[config.mk]
export PLATFORM = sky130hd
export DESIGN_NAME = imu_parser
export DESIGN_NICKNAME = d
export VERILOG_FILES = /design/src/hw/rtl/imu_pkg.sv /design/src/hw/rtl/imu_parser.sv
export SDC_FILE = /design/constraint.sdc
export NUM_CORES = 1
export LEC_CHECK = 0
export BUFFER_PORTS_ARGS = -buffer_cell sky130_fd_sc_hd__buf_2
export CAP_MARGIN = 15
export CORE_ASPECT_RATIO = 0.6
export CORE_UTILIZATION = 48
export CTS_BUF_LIST = sky130_fd_sc_hd__clkbuf_16
export DETAILED_ROUTE_END_ITERATION = 10
export GPL_ROUTABILITY_DRIVEN = 0
export PLACE_DENSITY_LB_ADDON = 0.05
export SYNTH_ARGS = -nofsm -noshare
export SYNTH_HDL_FRONTEND = slang
export SYNTH_SLANG_ARGS = --single-unit
[constraint.sdc]
create_clock -name i_clk -period 6.85 [get_ports i_clk]
set_clock_uncertainty 0.1 [all_clocks]
set_input_delay 1.37 -clock i_clk [delete_from_list [all_inputs] [get_ports i_clk]]
set_output_delay 1.37 -clock i_clk [all_outputs]
set_load 0.01 [all_outputs]
[src/hw/rtl/imu_pkg.sv]
package imu_pkg;

    // frame layout, byte positions within the datagram
    localparam logic [5:0] POS_MAGIC_LAST  = 6'd3;
    localparam logic [5:0] POS_VERLEN_LAST = 6'd7;
    localparam logic [5:0] POS_HDR_END     = 6'd8;
    localparam logic [5:0] POS_SEQ_END     = 6'd12;
    localparam logic [5:0] POS_TIME_END    = 6'd20;
    localparam logic [5:0] POS_ROLL_END    = 6'd24;
    localparam logic [5:0] POS_PITCH_END   = 6'd28;
    localparam logic [5:0] CRC_BYTES       = 6'd32;
    localparam logic [5:0] FRAME_BYTES     = 6'd36;

    localparam logic [31:0] MAGIC_WORD  = 32'h554D_4955;
    localparam logic [31:0] VERLEN_WORD = 32'h0024_0001;
    localparam logic [31:0] CRC_POLY    = 32'hEDB8_8320;
    localparam logic [31:0] CRC_INIT    = 32'hFFFF_FFFF;

    typedef enum logic [1:0] {
        ST_OK      = 2'd0,
        ST_SHORT   = 2'd1,
        ST_BAD_HDR = 2'd2,
        ST_CRC_BAD = 2'd3
    } t_status;

    typedef struct packed {
        logic [7:0] data;
        logic       last;
    } t_byte_item;

    typedef struct packed {
        t_status     status;
        logic [31:0] seq;
        logic [63:0] stamp;
        logic [31:0] roll;
        logic [31:0] pitch;
        logic [31:0] yaw;
    } t_result;

    // reflected crc-32, one byte, bit-serial form unrolled
    function automatic logic [31:0] crc_byte(input logic [31:0] crc_in, input logic [7:0] b);
        logic [31:0] c;
        c = crc_in ^ {24'd0, b};
        for (int k = 0; k < 8; k++) begin
            c = (c >> 1) ^ (CRC_POLY & {32{c[0]}});
        end
        return c;
    endfunction

endpackage

[src/hw/rtl/imu_parser.sv]
module imu_parser (
    input  logic                 i_clk,
    input  logic                 i_rst_n,
    input  logic                 i_step,
    input  imu_pkg::t_byte_item  i_item,
    output imu_pkg::t_result     o_result
);
    import imu_pkg::*;

    // control state
    logic [5:0]  r_count;
    logic [31:0] r_crc;
    logic        r_good;
    // captures, fully overwritten before use
    logic [31:0] r_hdr;
    logic [31:0] r_seq;
    logic [63:0] r_stamp;
    logic [31:0] r_roll;
    logic [31:0] r_pitch;
    logic [31:0] r_yaw;
    logic [31:0] r_rcv;

    logic [5:0]  u_count;
    logic [31:0] u_crc;
    logic        u_good;
    logic [5:0]  n_count;
    logic [31:0] n_crc;
    logic        n_good;
    logic [31:0] n_hdr;
    logic [31:0] n_seq;
    logic [63:0] n_stamp;
    logic [31:0] n_roll;
    logic [31:0] n_pitch;
    logic [31:0] n_yaw;
    logic [31:0] n_rcv;
    logic [7:0]  w_b;

    assign w_b = i_item.data;

    always_comb begin
        u_count = r_count;
        u_crc   = r_crc;
        u_good  = r_good;
        n_hdr   = r_hdr;
        n_seq   = r_seq;
        n_stamp = r_stamp;
        n_roll  = r_roll;
        n_pitch = r_pitch;
        n_yaw   = r_yaw;
        n_rcv   = r_rcv;
        if (r_count < FRAME_BYTES) begin
            if (r_count < CRC_BYTES) begin
                u_crc = crc_byte(r_crc, w_b);
            end
            priority if (r_count < POS_HDR_END) begin
                n_hdr = {w_b, r_hdr[31:8]};
                if (r_count == POS_MAGIC_LAST && n_hdr != MAGIC_WORD) begin
                    u_good = 1'b0;
                end
                if (r_count == POS_VERLEN_LAST && n_hdr != VERLEN_WORD) begin
                    u_good = 1'b0;
                end
            end else if (r_count < POS_SEQ_END) begin
                n_seq = {w_b, r_seq[31:8]};
            end else if (r_count < POS_TIME_END) begin
                n_stamp = {w_b, r_stamp[63:8]};
            end else if (r_count < POS_ROLL_END) begin
                n_roll = {w_b, r_roll[31:8]};
            end else if (r_count < POS_PITCH_END) begin
                n_pitch = {w_b, r_pitch[31:8]};
            end else if (r_count < CRC_BYTES) begin
                n_yaw = {w_b, r_yaw[31:8]};
            end else begin
                n_rcv = {w_b, r_rcv[31:8]};
            end
            u_count = r_count + 6'd1;
        end

        // the marked byte closes the datagram
        n_count = u_count;
        n_crc   = u_crc;
        n_good  = u_good;
        if (i_item.last) begin
            n_count = '0;
            n_crc   = CRC_INIT;
            n_good  = 1'b1;
        end
    end

    always_comb begin
        o_result.seq   = n_seq;
        o_result.stamp = n_stamp;
        o_result.roll  = n_roll;
        o_result.pitch = n_pitch;
        o_result.yaw   = n_yaw;
        priority if (u_count < FRAME_BYTES) begin
            o_result.status = ST_SHORT;
            o_result.seq    = '0;
            o_result.stamp  = '0;
            o_result.roll   = '0;
            o_result.pitch  = '0;
            o_result.yaw    = '0;
        end else if (!u_good) begin
            o_result.status = ST_BAD_HDR;
        end else if (~u_crc != n_rcv) begin
            o_result.status = ST_CRC_BAD;
        end else begin
            o_result.status = ST_OK;
        end
    end

    always_ff @(posedge i_clk) begin
        if (!i_rst_n) begin
            r_count <= '0;
            r_crc   <= CRC_INIT;
            r_good  <= 1'b1;
        end else if (i_step) begin
            r_count <= n_count;
            r_crc   <= n_crc;
            r_good  <= n_good;
        end
    end

    always_ff @(posedge i_clk) begin
        if (i_step) begin
            r_hdr   <= n_hdr;
            r_seq   <= n_seq;
            r_stamp <= n_stamp;
            r_roll  <= n_roll;
            r_pitch <= n_pitch;
            r_yaw   <= n_yaw;
            r_rcv   <= n_rcv;
        end
    end

`ifndef SYNTH
    a_count_bound: assert property (@(posedge i_clk) disable iff (!i_rst_n)
        r_count <= FRAME_BYTES)
        else $error("byte count past frame size");

    a_close_clears: assert property (@(posedge i_clk) disable iff (!i_rst_n)
        i_step && i_item.last |=> r_count == '0 && r_crc == CRC_INIT && r_good)
        else $error("state not cleared after marked byte");

    a_saturate: assert property (@(posedge i_clk) disable iff (!i_rst_n)
        i_step && !i_item.last && r_count == FRAME_BYTES |=> r_count == FRAME_BYTES)
        else $error("byte count left saturation on long datagram");
`endif

endmodule

==> Word-level counts from Yosys, hierarchy flattened <==
Cells that the tools add are included.
{ "word_totals": {"register_bits": 295, "latchBits": 0, "ram_bits": 0, "romBits": 0, "input_bits": 12, "out_inout_bits": 194, "wordCells": 83, "memories": 0} }
{ "classes": {"add_sub_neg": 1, "n_mul": 0, "div_mod_pow": 0, "magnitude_cmp": 8, "n_eq_ne": 5, "n_shift": 0, "mux": 46, "bitwise_logic": 10, "n_reduce_logical": 3} }
{ "op_table": {"columns": ["op", "n"], "rows": [
  ["two-way mux 32 bit", 31],
  ["two-way mux 64 bit", 4],
  ["XOR 31 x 32 -> 32 bit", 8],
  ["two-way mux 192 bit", 1],
  ["inequality test 32 x 22 -> 1 bit (second input constant)", 1],
  ["inequality test 32 x 31 -> 1 bit (second input constant)", 1],
  ["inequality test 32 bit", 1],
  ["inverter 32 bit", 1],
  ["XOR 32 x 8 -> 32 bit", 1],
  ["< comparator 6 x 5 -> 1 bit (second input constant)", 3],
  ["< comparator 6 bit (second input constant)", 3],
  ["< comparator 6 x 4 -> 1 bit (second input constant)", 2],
  ["two-way mux 6 bit", 2],
  ["adder 6 x 1 -> 6 bit (second input constant)", 1],
  ["equality test 6 x 2 -> 1 bit (second input constant)", 1],
  ["equality test 6 x 3 -> 1 bit (second input constant)", 1],
  ["two-way mux 2 bit", 3],
  ["two-way mux 1 bit", 5],
  ["AND reduction 3 bit", 1],
  ["logical AND 1 bit", 2]
]} }

==> Logic depth before layout (Yosys ltp) <==
Gate-level depths: netlist of the first run.
{ "depth": {"depth_word": 16, "mapped_depth": 12, "ltp_nobuf": 8} }

==> Worst setup path after synthesis of the first run <==
No wires, ideal clock.
{ "synth_timing": {"path_type": "input-to-output", "startpoint": "in i_item[2] in the netlist's numbering", "endpoint": "out o_result[192] in the netlist's numbering", "arrival_time_ps": 3425, "required_ps": 5380, "setup_slack_ps": 1955, "path_stages": 9, "path_buffers": 1, "cell_sequence": "buf_4 xnor2_4 xnor3_1 xnor3_2 xnor2_1 nor3_1 a41oi_1 nor4_1 a21oi_1"} }
{ "synth_rtl": {"columns": ["element", "line_no", "source"], "rows": [
  ["start: declaration", "imu_parser.sv:5", "input imu_pkg::t_byte_item i_item,"],
  ["end: declaration", "imu_parser.sv:6", "output imu_pkg::t_result o_result"]
]} }

==> impl_metrics.py, run 1 <==
metrics = {
    "routing": {
        "vias": 9614,
        "drt_wl_total_mm": 37.7,
        "drc": 0,
        "viasPerCell": 5.56,
        "drtPass1Iterations": 5,
        "wl_per_cell_um": 21.8,
        "drt_iter0_drc": 964,
        "ant_nets": 0,
    },
    "power_and_ir_drop": {
        "swShare": 0.265,
        "pwr_density_cell_nw_per_um2": 265,
        "clkPwrFrac": 0.358,
        "vdd_drop_max_mv": 0.171,
        "p_sw_mw": 1.23,
        "p_leak_nw": 6.78,
        "sequentialPowerShare": 0.454,
        "pwr-share-comb": 0.188,
        "p_int_mw": 3.41,
    },
    "timing": {
        "rsz0062_at_grt": "false",
        "slew_violations": 0,
        "fin_tns_setup_ns": 0,
        "max_slew_margin": 0.217,
        "period_share": 0.827,
        "worstMarginPinSlew_ns": 1.17,
        "setup_viol": 0,
        "fin_crit_ns": 5.67,
        "max_freq_mhz": 176,
        "finalHoldViolations": 0,
    },
    "global_route": {
        "grt_pass1_wl_mm": 57.6,
        "grt-ovfl-total": 0,
        "grt_pass1_vias": 9318,
        "track_usage": 0.233,
        "grt_max_degree": 128,
        "antenna_found_initial": 1,
    },
    "setup_path": {
        "path_max_fanout": 10,
        "path_class": "input pin to primary output",
        "start_kind": "input pin",
        "critPathCaptureType": "primary output",
        "cp_data_arrival_time_ns": 4.20,
        "worstPathRequired_ns": 5.38,
    },
    "yosys": {
        "synth.ff_latch_count": 287,
        "synth_cell_type_count": 60,
        "synth-edff-count": 248,
        "synth_cells": 1118,
        "syn-num-nets": 1131,
        "synth-async-reset-ratio": 0,
        "netlist_area_um2": 15100,
        "synth_warnings": 0,
        "yosysSeqAreaShare": 0.545,
        "syn_avg_cell_area_um2": 13.5,
        "synthFlopType": "edfxtp_1",
    },
    "floorplan": {
        "core-area_um2": 30500,
        "io_pins": 206,
        "die_h_um": 139,
        "initial_core_util": 0.496,
        "dieArea_um2": 32200,
        "die_x_um": 231,
        "fp-row-count": 49,
    },
    "placed_design": {
        "portBuffers": 205,
        "hpwl_mm": 25.1,
    },
    "flow_run": {
        "maxCapViolCount": 0,
    },
    "run_status": {
        "status": "finished clean",
    },
    "clocking": {
        "tritoncts": "done",
        "post-cts-setup-buffers": 0,
        "cts_resized": 0,
        "clk_latency_ns": 0.58,
        "cts.sinks": 287,
        "ctsHoldBuffers": 0,
        "h-tree-depth": 1,
        "clockRootBuffer": "clkbuf_16",
        "numCtsBuffers": 29,
        "cts_buffer_depth": 3,
        "path_clk_slew_ns": 0.06,
    },
    "final_layout": {
        "regArea_um2": 8230,
        "nets": 1309,
        "final_common_cell": "edfxtp_1",
        "utilization": 0.576,
        "fill_cells": 2476,
        "syn_to_final_growth_pct": 16.1,
        "drive_gt1_frac": 0.387,
        "layout_common_cells": "edfxtp_1 (248), mux2_2 (219), buf_2 (204)",
        "multi_input_area_um2": 6580,
    },
    "worst_hold_path": {
        "hold_path_class": "flip-flop to flip-flop",
    },
}
[cell usage after synthesis, types with 3 or more instances]
library cell  number  area [µm²]
edfxtp_1         248        7450
mux2_2           219        2470
nor2b_1          197        1230
clkbuf_1          54         203
nand2_1           47         176
xnor2_1           45         394
dfxtp_1           39         781
o22ai_1           30         188
xor2_1            28         245
xnor3_1           19         428
a21oi_1           16        80.1
nor2_1            14        52.6
mux2i_1           13         130
nor3_1            13        65.1
buf_2             11        55.1
inv_1             10        37.5
o21ai_0           10        50.1
nand3_1            8        40.0
nand4_1            7        43.8
nor4_1             7        43.8
xnor2_2            7         114
buf_4              5        37.5
xnor2_4            5         138
xor3_1             5         119
a32oi_1            4        35.0
o211ai_1           4        30.0
and3_1             3        18.8
nand2b_1           3        18.8
nor3b_1            3        22.5
nor4b_1            3        26.3
[flip-flops by register name, indices dropped and copies added (netlist names), 24 cells and up]
name	cells
r_yaw	32
r_seq	32
r_pitch	32
r_rcv	32
r_stamp	64
r_roll	32
r_hdr	24
r_crc	32
[per-stage QoR]
| stage | hold slack [ns] | worst slack, ns | total power [mW] | instances | cell area (µm²) |
|---|---|---|---|---|---|
| CTS | 0.357 | 1.17 | 4.66 | 1727 | 17500 |
| detailed placement | 0.337 | 1.20 | 3.00 | 1673 | 16500 |
| global route | 0.367 | 1.02 | 4.81 | 1727 | 17500 |
| floorplan | 0.318 | 1.95 | 2.78 | 1118 | 15100 |
| finish | 0.357 | 1.18 | 4.64 | 1728 | 17500 |
| global placement | 0.328 | 1.19 | 3.00 | 1673 | 16500 |
[layer usage]
layer,GRT usage,vias to the layer above,part of all wire,wire [µm]
li1,-,4455,-,-
met1,0.380,4759,0.50,19000
met2,0.304,363,0.39,14700
met3,0.0639,37,0.093,3500
met4,0.0401,0,0.013,489
met5,0,-,0,0
[worst max-delay path: stages]
cell,delay [ns]
buf_2,0.33
xnor2_4,0.19
xnor2_1,0.37
xnor3_2,0.53
xnor2_1,0.14
nor3_1,0.19
a41oi_1,0.16
nor4_1,0.57
a21oi_1,0.14
buf_2,0.19
[layout make-up]
cell class	count	area share
Clock buffer	32	0.0457
Antenna cell	1	0.000143
Tap cell	408	0.0291
Timing Repair Buffer	220	0.0676
Sequential cell	287	0.469
Inverter	11	0.00235
Clock inverter	22	0.0107
Multi-Input combinational cell	747	0.375
[kinds of logic after synthesis]
group,Yosys count,synth area share
adders and majority gates,1,0.000828
DFF,287,0.545
muxes,232,0.172
buffers and inverters,84,0.0232
AOI/OAI and AO/OA,89,0.0405
and+or+nand+nor,314,0.121
xor gates and xnor gates,111,0.0983
[path summary, 6_finish.rpt]
path	from	endpoint	slack (ns)	cells after the start
worst max-delay path	i_item[1]	o_result[193]	1.18	10
worst min-delay path	r_hdr[31]$_DFFE_PP_	r_hdr[23]$_DFFE_PP_	0.36	0
worst max register to register	r_count[5]$_SDFFE_PN0P_	r_crc[28]$_SDFFE_PN1P_	3.80	5
worst min register to register	r_hdr[31]$_DFFE_PP_	r_hdr[23]$_DFFE_PP_	0.36	0
[power groups by stage]
stage,logic (mW),clock network (mW),registers (mW)
global placement,0.852,0,2.15
global route,0.937,1.75,2.12
finish,0.873,1.66,2.11
CTS,0.863,1.69,2.11
floorplan,0.680,0,2.10
detailed placement,0.856,0,2.15
Note: power is estimated with default switching activity, not from simulation.
==> run 2: changes to the inputs <==
==> constraint.sdc (replaced) <==
create_clock -name i_clk -period 4.9 [get_ports i_clk]
set_clock_uncertainty 0.1 [all_clocks]
set_input_delay 0.98 -clock i_clk [delete_from_list [all_inputs] [get_ports i_clk]]
set_output_delay 0.98 -clock i_clk [all_outputs]
set_load 0.01 [all_outputs]
==> run 2 against run 1 <==
Effect of this change:
- flip-flop and latch count did not move
- sequential share of layout area fell by 0.50 points
- die area did not move
- combinational power rose by 41%
- total power rose by 37%
- worst setup slack got worse by 0.92 ns
- final area rose by 1.1%
- final cell count rose by 1.6%
- sequential power rose by 40%
- via count fell by 0.34%
- critical path depth rose by 1
- non-clock buffer count rose by 28
- highest routed layer unchanged
==> impl_metrics.py, run 2 (synthesized netlist as in run 1, its figures left out) <==
metrics = {
    "placed_design": {
        "dp_cells": 1699,
        "portBuffers": 205,
        "hpwl_mm": 26.1,
        "post-place-ws_ns": 0.224,
    },
    "final_layout": {
        "largest-register": "r_stamp",
        "syn_to_final_growth_pct": 17.4,
        "stdcell_count": 1756,
        "final_common_cell": "edfxtp_1",
        "nets": 1337,
        "layout_common_cells": "edfxtp_1 (248), mux2_2 (219), buf_2 (204)",
        "largest_reg_flops": 64,
        "drive_gt1_frac": 0.399,
    },
    "setup_path": {
        "worstPathRequired_ns": 3.82,
        "r2r-start": "r_count[5]$_SDFFE_PN0P_",
        "crit_path_start": "i_item[6]",
        "worst_path_max_delay_cell": "xnor3_2",
        "path_class": "input pin to primary output",
        "path_max_fanout": 6,
        "critPathCaptureType": "primary output",
        "start_kind": "input pin",
        "max_stage_delay_ns": 0.48,
        "cp_data_arrival_time_ns": 3.56,
        "crit_chain": "buf_2, xnor2_2, xnor2_2, xnor3_2, xnor2_1, nor3_1, a41oi_1, nor4_1, buf_4, a21oi_1, buf_2",
    },
    "timing": {
        "worstMarginPinSlew_ns": 1.14,
        "fin_crit_ns": 4.64,
        "max_freq_mhz": 216,
        "finalHoldWorstSlack_ns": 0.357,
        "max_slew_margin": 0.238,
        "slew_violations": 0,
        "period_share": 0.946,
        "finalHoldViolations": 0,
        "fin_tns_setup_ns": 0,
        "rsz0062_at_grt": "false",
        "setup_viol": 0,
        "setup_ws_ns": 0.262,
    },
    "floorplan": {
        "die_x_um": 231,
        "io_pins": 206,
        "fp-row-count": 49,
        "core-area_um2": 30500,
        "dieArea_um2": 32200,
        "die_h_um": 139,
        "initial_core_util": 0.496,
    },
    "global_route": {
        "grt_pass1_wl_mm": 58.7,
        "grt_pass1_vias": 9603,
        "grt-ovfl-total": 0,
        "track_usage": 0.237,
        "antenna_found_initial": 2,
        "grt_max_degree": 194,
    },
    "clocking": {
        "tritoncts": "done",
        "cts_buffer_depth": 3,
        "cts.sinks": 287,
        "clockRootBuffer": "clkbuf_16",
        "h-tree-depth": 1,
        "ctsHoldBuffers": 0,
        "numCtsBuffers": 29,
        "path_clk_slew_ns": 0.06,
        "clk_latency_ns": 0.57,
    },
    "power_and_ir_drop": {
        "pwr-share-comb": 0.194,
        "vdd_drop_max_mv": 0.241,
        "p_sw_mw": 1.68,
        "swShare": 0.264,
        "clkPwrFrac": 0.343,
        "pwr_density_cell_nw_per_um2": 359,
        "sequentialPowerShare": 0.463,
        "p_leak_nw": 6.90,
        "p_int_mw": 4.68,
    },
    "run_status": {
        "status": "finished clean",
    },
    "routing": {
        "drt_wl_total_mm": 38.0,
        "drc": 0,
        "viasPerCell": 5.46,
        "drtPass1Iterations": 7,
        "ant_nets": 0,
        "wl_per_cell_um": 21.7,
        "drt_iter0_drc": 689,
        "vias": 9581,
    },
    "worst_hold_path": {
        "hold_path_class": "flip-flop to flip-flop",
        "min_from": "r_hdr[21]$_DFFE_PP_",
    },
    "flow_run": {
        "maxCapViolCount": 0,
    },
}
[run 2: cell type report]
type                            instances  area, µm²
Fill cell                            2517      12700
Antenna cell                            1       2.50
Timing Repair Buffer                  248       1430
Multi-Input combinational cell        747       6590
Sequential cell                       287       8230
Clock inverter                         25        195
Clock buffer                           29        726
Tap cell                              408        510
Inverter                               11       41.3
[run 2: what timing repair did]
item / 4_1_cts / 5_1_grt
setup endpoints to repair: 0 / 1
gates resized for setup: 0 / 1
buffers inserted: 0 / 2
[run 2: critical path: cells and delay by family]
kind / cells / cell delay, ns
AND/OR/NAND/NOR: 2 / 0.56
XOR/XNOR: 4 / 1.31
buffers and inverters: 3 / 0.49
AO/OA/AOI/OAI: 2 / 0.22
[run 2: power groups by stage]
stage | sequential [mW] | combinational, mW | clock, mW
2_1_floorplan | 2.94 | 0.950 | 0
6_report | 2.95 | 1.23 | 2.18
3_5_place_dp | 2.99 | 1.21 | 0
4_1_cts | 2.94 | 1.22 | 2.23
5_1_grt | 2.97 | 1.32 | 2.32
3_3_place_gp | 2.99 | 1.21 | 0
[run 2: path summary, 6_finish.rpt]
path                            endpoint  slack (ns)  cells after the start
setup / recovery           o_result[193]        0.26                     11
setup reg to reg  r_crc[13]$_SDFFE_PN1P_        2.14                      5
hold reg to reg      r_hdr[13]$_DFFE_PP_        0.36                      0
hold / removal       r_hdr[13]$_DFFE_PP_        0.36                      0
[run 2: stage by stage]
step	instance area [µm²]	power [mW]	util
final	17700	6.36	0.582
after global routing	17700	6.60	0.582
after CTS	17700	6.40	0.581
after detailed placement	16800	4.21	0.551
after global placement	16800	4.20	0.551
after floorplan	15100	3.89	-
[run 2: routing by layer]
| metal | part of all wire | GRT usage | up-vias | wire, µm |
|---|---|---|---|---|
| met5 | 0 | 0 | - | 0 |
| met4 | 0.015 | 0.0411 | 0 | 570 |
| met3 | 0.088 | 0.0711 | 45 | 3350 |
| met2 | 0.40 | 0.327 | 320 | 15300 |
| met1 | 0.49 | 0.368 | 4711 | 18800 |
| li1 | - | - | 4505 | - |
